===== src/rtl/core/otq_pkg.sv =====
// ----------------------------------------------------------------------------
// otq_pkg
// Types and constants shared by the ordered timer queue.
// ----------------------------------------------------------------------------
package otq_pkg;

    localparam int unsigned NumTimersDefault = 32;
    localparam int unsigned MaxOut           = 32;
    localparam logic [47:0] TimeMax          = 48'hFFFF_FFFF_FFFF;

    typedef enum logic [1:0] {
        FUNC_ADD    = 2'd0,
        FUNC_EXPIRE = 2'd1,
        FUNC_QUERY  = 2'd2,
        FUNC_STOP   = 2'd3
    } t_func;

    typedef enum logic [2:0] {
        ST_ADDED   = 3'd0,
        ST_FULL    = 3'd1,
        ST_EXPIRED = 3'd2,
        ST_NONE    = 3'd3,
        ST_WAIT    = 3'd4,
        ST_STOPPED = 3'd5
    } t_status;

    typedef enum logic [2:0] {
        S_IDLE,
        S_SCAN,
        S_PICK,
        S_EMIT,
        S_DONE
    } t_state;

    typedef struct packed {
        logic [1:0]  func;
        logic [47:0] now_ms;
        logic [31:0] delay_ms;
        logic        periodic;
    } t_in;

    typedef struct packed {
        logic [2:0]  status;
        logic [4:0]  timer_slot;
        logic [47:0] wait_ms;
        logic        queue_empty;
        logic        last;
    } t_out;

endpackage


===== src/rtl/core/ordered_timer_queue_core.sv =====
// ----------------------------------------------------------------------------
// ordered_timer_queue_core
// Deadline-ordered timer table held in one synchronous memory.
// ----------------------------------------------------------------------------
// Add, stop: result valid in the cycle after the transfer.
// Query: one scan of the deadline memory, one entry a cycle.
// Expire with k due timers (at most MaxOut emitted): one scan per emitted timer
// plus a final scan; an output stall holds the block in the emit state.
// One item in work at a time; the next transfer waits until the result is taken.
// Synchronous active-low reset clears occupied and periodic marks.
module ordered_timer_queue_core #(
    parameter int unsigned NUM_TIMERS = otq_pkg::NumTimersDefault
) (
    input  logic          i_clk,
    input  logic          i_rst_n,
    input  logic          i_valid,
    output logic          o_ready,
    input  otq_pkg::t_in  i_data,
    output logic          o_valid,
    input  logic          i_ready,
    output otq_pkg::t_out o_data
);
    import otq_pkg::*;

    localparam int unsigned SW = $clog2(NUM_TIMERS);
    localparam int unsigned CW = $clog2(NUM_TIMERS + 1);
    localparam int unsigned OW = $clog2(MaxOut + 1);

    // deadline (48) and period (32) per slot
    logic [79:0] mem [NUM_TIMERS];
    logic [79:0] r_rd;

    logic [NUM_TIMERS-1:0] r_occ, n_occ, r_per, n_per, r_taken, n_taken;
    t_state  r_state, n_state;
    t_in     r_in, n_in;
    t_out    r_out, n_out;
    logic    r_ov, n_ov;
    logic [CW-1:0] r_idx, n_idx;
    logic          r_rdv, n_rdv;
    logic [SW-1:0] r_rslot;
    logic          r_found, n_found;
    logic [SW-1:0] r_best, n_best;
    logic [47:0]   r_bdl, n_bdl;
    logic [OW-1:0] r_cnt, n_cnt;
    logic [SW-1:0] r_pend, n_pend;
    logic          r_hasp, n_hasp;
    logic          r_keep, n_keep;
    logic [CW-1:0] r_ocnt, n_ocnt;

    logic          we;
    logic [SW-1:0] waddr;
    logic [79:0]   wdata;
    logic [SW-1:0] raddr;

    logic [48:0] sum;
    logic [SW-1:0] free_slot;
    logic        free_any;
    logic [47:0] rdl;
    logic        cand;
    logic [NUM_TIMERS-1:0] occ_after;
    logic        qe_final;

    always_ff @(posedge i_clk) begin
        if (we) begin
            mem[waddr] <= wdata;
        end
        r_rd    <= mem[raddr];
        r_rslot <= raddr;
    end

    assign o_ready = (r_state == S_IDLE) && !r_ov;
    assign o_valid = r_ov;
    assign o_data  = r_out;
    assign rdl     = r_rd[79:32];

    // table ends empty only if every stored timer is due, one-shot and fits in one expire
    assign qe_final = !r_keep && (32'(r_ocnt) <= MaxOut);

    always_comb begin
        free_slot = '0;
        free_any  = 1'b0;
        for (int i = NUM_TIMERS - 1; i >= 0; i--) begin
            if (!r_occ[i]) begin
                free_slot = SW'(i);
                free_any  = 1'b1;
            end
        end
    end

    always_comb begin
        n_state = r_state;
        n_in    = r_in;
        n_out   = r_out;
        n_ov    = r_ov;
        n_occ   = r_occ;
        n_per   = r_per;
        n_taken = r_taken;
        n_idx   = r_idx;
        n_rdv   = 1'b0;
        n_found = r_found;
        n_best  = r_best;
        n_bdl   = r_bdl;
        n_cnt   = r_cnt;
        n_pend  = r_pend;
        n_hasp  = r_hasp;
        n_keep  = r_keep;
        n_ocnt  = r_ocnt;
        we      = 1'b0;
        waddr   = '0;
        wdata   = '0;
        raddr   = r_idx[SW-1:0];
        sum     = '0;
        cand    = 1'b0;
        occ_after = r_occ;
        if (r_ov && i_ready) begin
            n_ov = 1'b0;
        end
        case (r_state)
            S_IDLE: begin
                if (i_valid && o_ready) begin
                    n_in    = i_data;
                    n_taken = '0;
                    n_cnt   = '0;
                    n_hasp  = 1'b0;
                    n_keep  = 1'b0;
                    n_ocnt  = '0;
                    n_out   = '0;
                    case (t_func'(i_data.func))
                        FUNC_ADD: begin
                            sum = {1'b0, i_data.now_ms} + 49'(i_data.delay_ms);
                            n_out.last = 1'b1;
                            if (free_any) begin
                                we    = 1'b1;
                                waddr = free_slot;
                                wdata = {sum[48] ? TimeMax : sum[47:0], i_data.delay_ms};
                                n_occ[free_slot] = 1'b1;
                                n_per[free_slot] = i_data.periodic;
                                n_out.status     = ST_ADDED;
                                n_out.timer_slot = 5'(free_slot);
                            end else begin
                                n_out.status      = ST_FULL;
                                n_out.queue_empty = (r_occ == '0);
                            end
                            n_ov = 1'b1;
                        end
                        FUNC_STOP: begin
                            n_per  = '0;
                            n_out.status      = ST_STOPPED;
                            n_out.queue_empty = (r_occ == '0);
                            n_out.last        = 1'b1;
                            n_ov = 1'b1;
                        end
                        default: begin
                            n_idx   = '0;
                            n_found = 1'b0;
                            n_state = S_SCAN;
                        end
                    endcase
                end
            end
            S_SCAN: begin
                // one entry read per cycle, compare the previous read
                if (r_idx < CW'(NUM_TIMERS)) begin
                    n_idx = r_idx + 1'b1;
                    n_rdv = 1'b1;
                end
                if (r_rdv) begin
                    cand = r_occ[r_rslot] && !r_taken[r_rslot];
                    if (r_in.func == FUNC_EXPIRE) begin
                        cand = cand && (rdl <= r_in.now_ms);
                        // first pass: count stored timers and note any that stays
                        if (!r_hasp && r_occ[r_rslot]) begin
                            n_ocnt = r_ocnt + 1'b1;
                            if (rdl > r_in.now_ms || r_per[r_rslot]) begin
                                n_keep = 1'b1;
                            end
                        end
                    end
                    if (cand && (!r_found || rdl < r_bdl)) begin
                        n_found = 1'b1;
                        n_best  = r_rslot;
                        n_bdl   = rdl;
                    end
                end
                if (r_idx == CW'(NUM_TIMERS) && !r_rdv) begin
                    n_state = S_PICK;
                end
            end
            S_PICK: begin
                // read period of the winner for re-arm
                raddr = r_best;
                if (r_in.func == FUNC_QUERY) begin
                    n_out.status      = ST_WAIT;
                    n_out.queue_empty = !r_found;
                    n_out.wait_ms     = (r_found && r_bdl > r_in.now_ms) ?
                                        r_bdl - r_in.now_ms : '0;
                    n_out.last        = 1'b1;
                    n_state = S_DONE;
                end else if (r_found && r_cnt < OW'(MaxOut)) begin
                    n_taken[r_best] = 1'b1;
                    n_state = S_EMIT;
                end else begin
                    n_state = S_DONE;
                end
            end
            S_EMIT: begin
                // commit the winner; hold the result until the next is known
                raddr = r_best;
                sum = {1'b0, r_in.now_ms} + 49'(r_rd[31:0]);
                if (r_per[r_best]) begin
                    we    = 1'b1;
                    waddr = r_best;
                    wdata = {sum[48] ? TimeMax : sum[47:0], r_rd[31:0]};
                end else begin
                    n_occ[r_best] = 1'b0;
                end
                n_pend  = r_best;
                n_hasp  = 1'b1;
                n_cnt   = r_cnt + 1'b1;
                n_idx   = '0;
                n_found = 1'b0;
                if (r_hasp) begin
                    n_out.status      = ST_EXPIRED;
                    n_out.timer_slot  = 5'(r_pend);
                    n_out.queue_empty = qe_final;
                    n_out.last        = 1'b0;
                    n_ov = 1'b1;
                    n_state = (r_ov && !i_ready) ? S_EMIT : S_SCAN;
                    if (r_ov && !i_ready) begin
                        we = 1'b0;
                        n_occ  = r_occ;
                        n_pend = r_pend;
                        n_cnt  = r_cnt;
                        n_out  = r_out;
                        n_ov   = r_ov;
                    end
                end else begin
                    n_state = S_SCAN;
                end
            end
            S_DONE: begin
                if (!r_ov || i_ready) begin
                    occ_after = r_occ;
                    if (r_in.func == FUNC_EXPIRE) begin
                        n_out = '0;
                        n_out.queue_empty = (occ_after == '0);
                        n_out.last        = 1'b1;
                        if (r_hasp) begin
                            n_out.status     = ST_EXPIRED;
                            n_out.timer_slot = 5'(r_pend);
                        end else begin
                            n_out.status = ST_NONE;
                        end
                    end
                    n_ov    = 1'b1;
                    n_state = S_IDLE;
                end
            end
            default: n_state = S_IDLE;
        endcase
    end

    always_ff @(posedge i_clk) begin
        if (!i_rst_n) begin
            r_state <= S_IDLE;
            r_ov    <= 1'b0;
            r_occ   <= '0;
            r_per   <= '0;
            r_rdv   <= 1'b0;
        end else begin
            r_state <= n_state;
            r_ov    <= n_ov;
            r_occ   <= n_occ;
            r_per   <= n_per;
            r_rdv   <= n_rdv;
        end
        r_in    <= n_in;
        r_out   <= n_out;
        r_taken <= n_taken;
        r_idx   <= n_idx;
        r_found <= n_found;
        r_best  <= n_best;
        r_bdl   <= n_bdl;
        r_cnt   <= n_cnt;
        r_pend  <= n_pend;
        r_hasp  <= n_hasp;
        r_keep  <= n_keep;
        r_ocnt  <= n_ocnt;
    end

endmodule


===== config.mk =====
export PLATFORM = sky130hd
export DESIGN_NAME = ordered_timer_queue_core
export DESIGN_NICKNAME = d
export VERILOG_FILES = /design/src/rtl/core/otq_pkg.sv /design/src/rtl/core/ordered_timer_queue_core.sv
export SDC_FILE = /design/constraint.sdc
export NUM_CORES = 2
export LEC_CHECK = 0
export BUFFER_PORTS_ARGS = -buffer_cell sky130_fd_sc_hd__buf_2
export CAP_MARGIN = 10
export CORE_AREA = 5 5 595 480
export CTS_BUF_LIST = sky130_fd_sc_hd__clkbuf_16
export DETAILED_ROUTE_END_ITERATION = 8
export DIE_AREA = 0 0 600 485
export GPL_ROUTABILITY_DRIVEN = 0
export PLACE_DENSITY = 0.7
export SLEW_MARGIN = 0
export SYNTH_ARGS = -nofsm -noshare
export SYNTH_HDL_FRONTEND = slang
export SYNTH_SLANG_ARGS = --single-unit

===== constraint.sdc =====
create_clock -name i_clk -period 9.2 [get_ports i_clk]
set_input_delay 1.38 -clock i_clk [delete_from_list [all_inputs] [get_ports i_clk]]
set_output_delay 1.38 -clock i_clk [all_outputs]
set_load 0.01 [all_outputs]

==> impl_metrics.ini <==
[setup_path]
end_kind = register
worstSetupPathType = reg2reg
path_max_fanout = 32
arrival_ps = 6810
cp_slowest_cell = o2bb2ai_2
crit_chain = ha_1, inv_1, fa_1, and2b_1, o21ai_0, a21oi_1, a211o_1, nand2_1, a21oi_2, nand2_1, nor2_4, buf_4, nor2_1, o2bb2ai_2
cp-start-kind = register
crit_top_cell = nand2_1
cp_slowest_stage_delay_ps = 960
crit_required_ps = 9710

[final_layout]
drive_gt1_share_pct = 8.06
mostFrequentLayoutCells = 2789 x nand2_1, 2779 x edfxtp_1, 1343 x nand3_1
final_common_cell = nand2_1
syn2layout_area_growth_pct = 11.6
final_cell_count_no_fill = 14200
multiInputGateArea_mm2 = 0.0357
fillers = 23500
fin_util_pct = 49.9
seq_area_mm2 = 0.0865
fin_area_mm2 = 0.139
nets = 10500

[cts]
cts_tree = built
clock_latency_ps = 910
clock-sinks = 2933
post-cts-setup-buffer-count = 0
cts.root.buffer_cell = clkbuf_16
clk_path_buf_depth = 4
cts_hold_buf = 0
cts_made_buffers = 299
h-tree-depth = 5
clk_pin_slew_ps = 60
cts_resized = 0

[floorplanning]
die_h_um = 485
io_pins = 147
dieArea_mm2 = 0.291
core-area_mm2 = 0.279
num_rows = 174
start_util_pct = 44.7
die_x_um = 600

[sta]
final_max_slew_viol_count = 0
fin_crit_ps = 6300
slew_headroom_pct = 13.3
skew_ps = 78.7
finalWorstSetupSlack_ps = 2900
rsz0062_at_grt = false
finalSetupTns_ps = 0
hold_viol = 0
fmax_mhz = 159
setup_viol = 0
fin_crit_sh_pct = 68.5
worstMarginPinSlew_ps = 1300

[grt]
grt-busiest-layer = met2
met2_usage_pct = 37.8
use_met1_pct = 34.4
grt_pass1_vias = 81900
track_usage_pct = 25.1
antenna_found_initial = 37
grt_first_pass_wirelength_um = 548000
grt_max_degree = 191
met3_usage_pct = 5.17
grt_overflow = 0

[synth]
yosysSeqAreaShare_pct = 69.3
syn-cell-area_mm2 = 0.125
synth_top_area_cell = edfxtp_1
yosysWarnings = 0
syn_area_per_cell_um2 = 12.2
synthCells = 10300
synthTopCellsByArea = edfxtp_1 67%, nand2_1 8.4%, nand3_1 5.4%
synthDistinctLibCells = 92
yosys_most_used_dff = edfxtp_1
synth_edf_count = 2779
syn_nets = 10600
synthArstFlopShare_pct = 0
synth_seq_cells = 2933
synth.top_cell.area_share_pct = 66.8

[drt]
drc_errors = 0
drtIter0Drc = 13600
vias = 87300
wl_per_cell_um = 26.6
ant_nets = 0
totalWireLength_um = 378000
dr.pass1.iters = 9
vias_per_cell = 6.16

[placed_design]
place_hpwl_um = 206000
place_ws_ps = 2850
numPortBuffers = 146
place_inst = 13600
dpl_cell_area_mm2 = 0.130

[outcome]
outcome = complete, no violations

[power_and_ir_drop]
powerDensity_mw_per_mm2 = 286
max-vdd-ir-drop_v = 0.000261
leakagePower_nw = 49.8

[hold_path]
min-delay-path-class = reg2reg

[run]
cap_violations = 0
-- through the flow --
| stage | power, mW | hold WS (ps) |
|---|---|---|
| after detailed placement | 28.0 | 443 |
| final | 39.8 | 444 |
| after global routing | 41.4 | 477 |
| after global placement | 27.8 | 450 |
| after floorplan | 23.8 | 403 |
| after CTS | 39.6 | 448 |
-- power breakdown --
part           total [mW]  switching [mW]  internal (mW)
clock network        11.7            5.09           6.62
registers            15.7           0.477           15.2
logic                12.4            8.69           3.67
total                39.8            14.3           25.5
-- layer usage --
metal / vias to the layer above / wire length, um / part of all wire [%]
met5: - / 116 / 0.031
met1: 42800 / 142000 / 37
met3: 1037 / 44600 / 12
met4: 14 / 23100 / 6.1
li1: 37900 / - / -
met2: 5665 / 169000 / 45
-- state kept, by name, indices dropped and copies added (netlist names), 6 cells and up --
| name | count |
|---|---|
| r_idx | 6 |
| r_rd | 80 |
| r_in | 50 |
| mem | 2560 |
| r_cnt | 6 |
| o_data | 58 |
| r_bdl | 48 |
| r_taken | 32 |
| r_occ | 32 |
| r_ocnt | 6 |
| r_per | 32 |
-- cell families (layout without fill, tap and decap cells) --
kind of cell	Yosys count	in the layout	share of synthesized area, %
AO/OA/AOI/OAI	1335	1335	7.65
XOR/XNOR	118	118	0.828
adder cells (fa/ha/maj)	218	218	2.20
buffers and inverters	790	996	2.45
flip-flops	2933	2933	69.3
multiplexers	53	53	0.807
other	0	17	0
AND/OR/NAND/NOR	4821	4821	16.7
-- critical path: cells and delay by family, from the launching register on --
family	cells	cell delay (ps)
AOI/OAI and AO/OA	5	2590
and+or+nand+nor	5	1510
adders and majority gates	2	670
buffers and inverters	2	540
DFF	1	500
-- Yosys cell counts, types with 23 or more instances --
cell type and n:
clkbuf_1 530, a22o_1 35, edfxtp_1 2779, buf_1 32, inv_1 152, dfxtp_1 154, o21ai_0 212, nor2_1 253
ha_1 215, nand3_1 1343, xnor2_1 77, o211ai_1 23, nand2_1 2789, and2_1 24, o21a_1 26, mux4_2 38
a311oi_1 404, a31oi_1 105, xor2_1 41, a21o_1 142, nand4_1 42, a21oi_1 210, buf_2 71, and3_1 186
nor2b_1 32, nor3_1 49, a211oi_1 27
-- worst paths after layout --
path	startpoint	end	slack (ps)	depth (start not counted)
hold reg to reg	r_rd[32]	r_bdl[0]	440	0
setup reg to reg	r_in[33]	mem[4][48]	2900	14
setup / recovery	r_in[33]	mem[4][48]	2900	14
hold / removal	r_rd[32]	r_bdl[0]	440	0
-- area by class of cell --
cell class                      instances  share of cell area, %
Sequential cell                      2933                   62.1
Multi-Input combinational cell       6545                   25.6
Clock buffer                          303                   5.44
Tap cell                             3696                   3.32
Timing Repair Buffer                  304                   1.78
Clock inverter                        234                   1.25
Inverter                              155                  0.434
Antenna cell                           17                 0.0305
(Power assumes the default switching activity.)
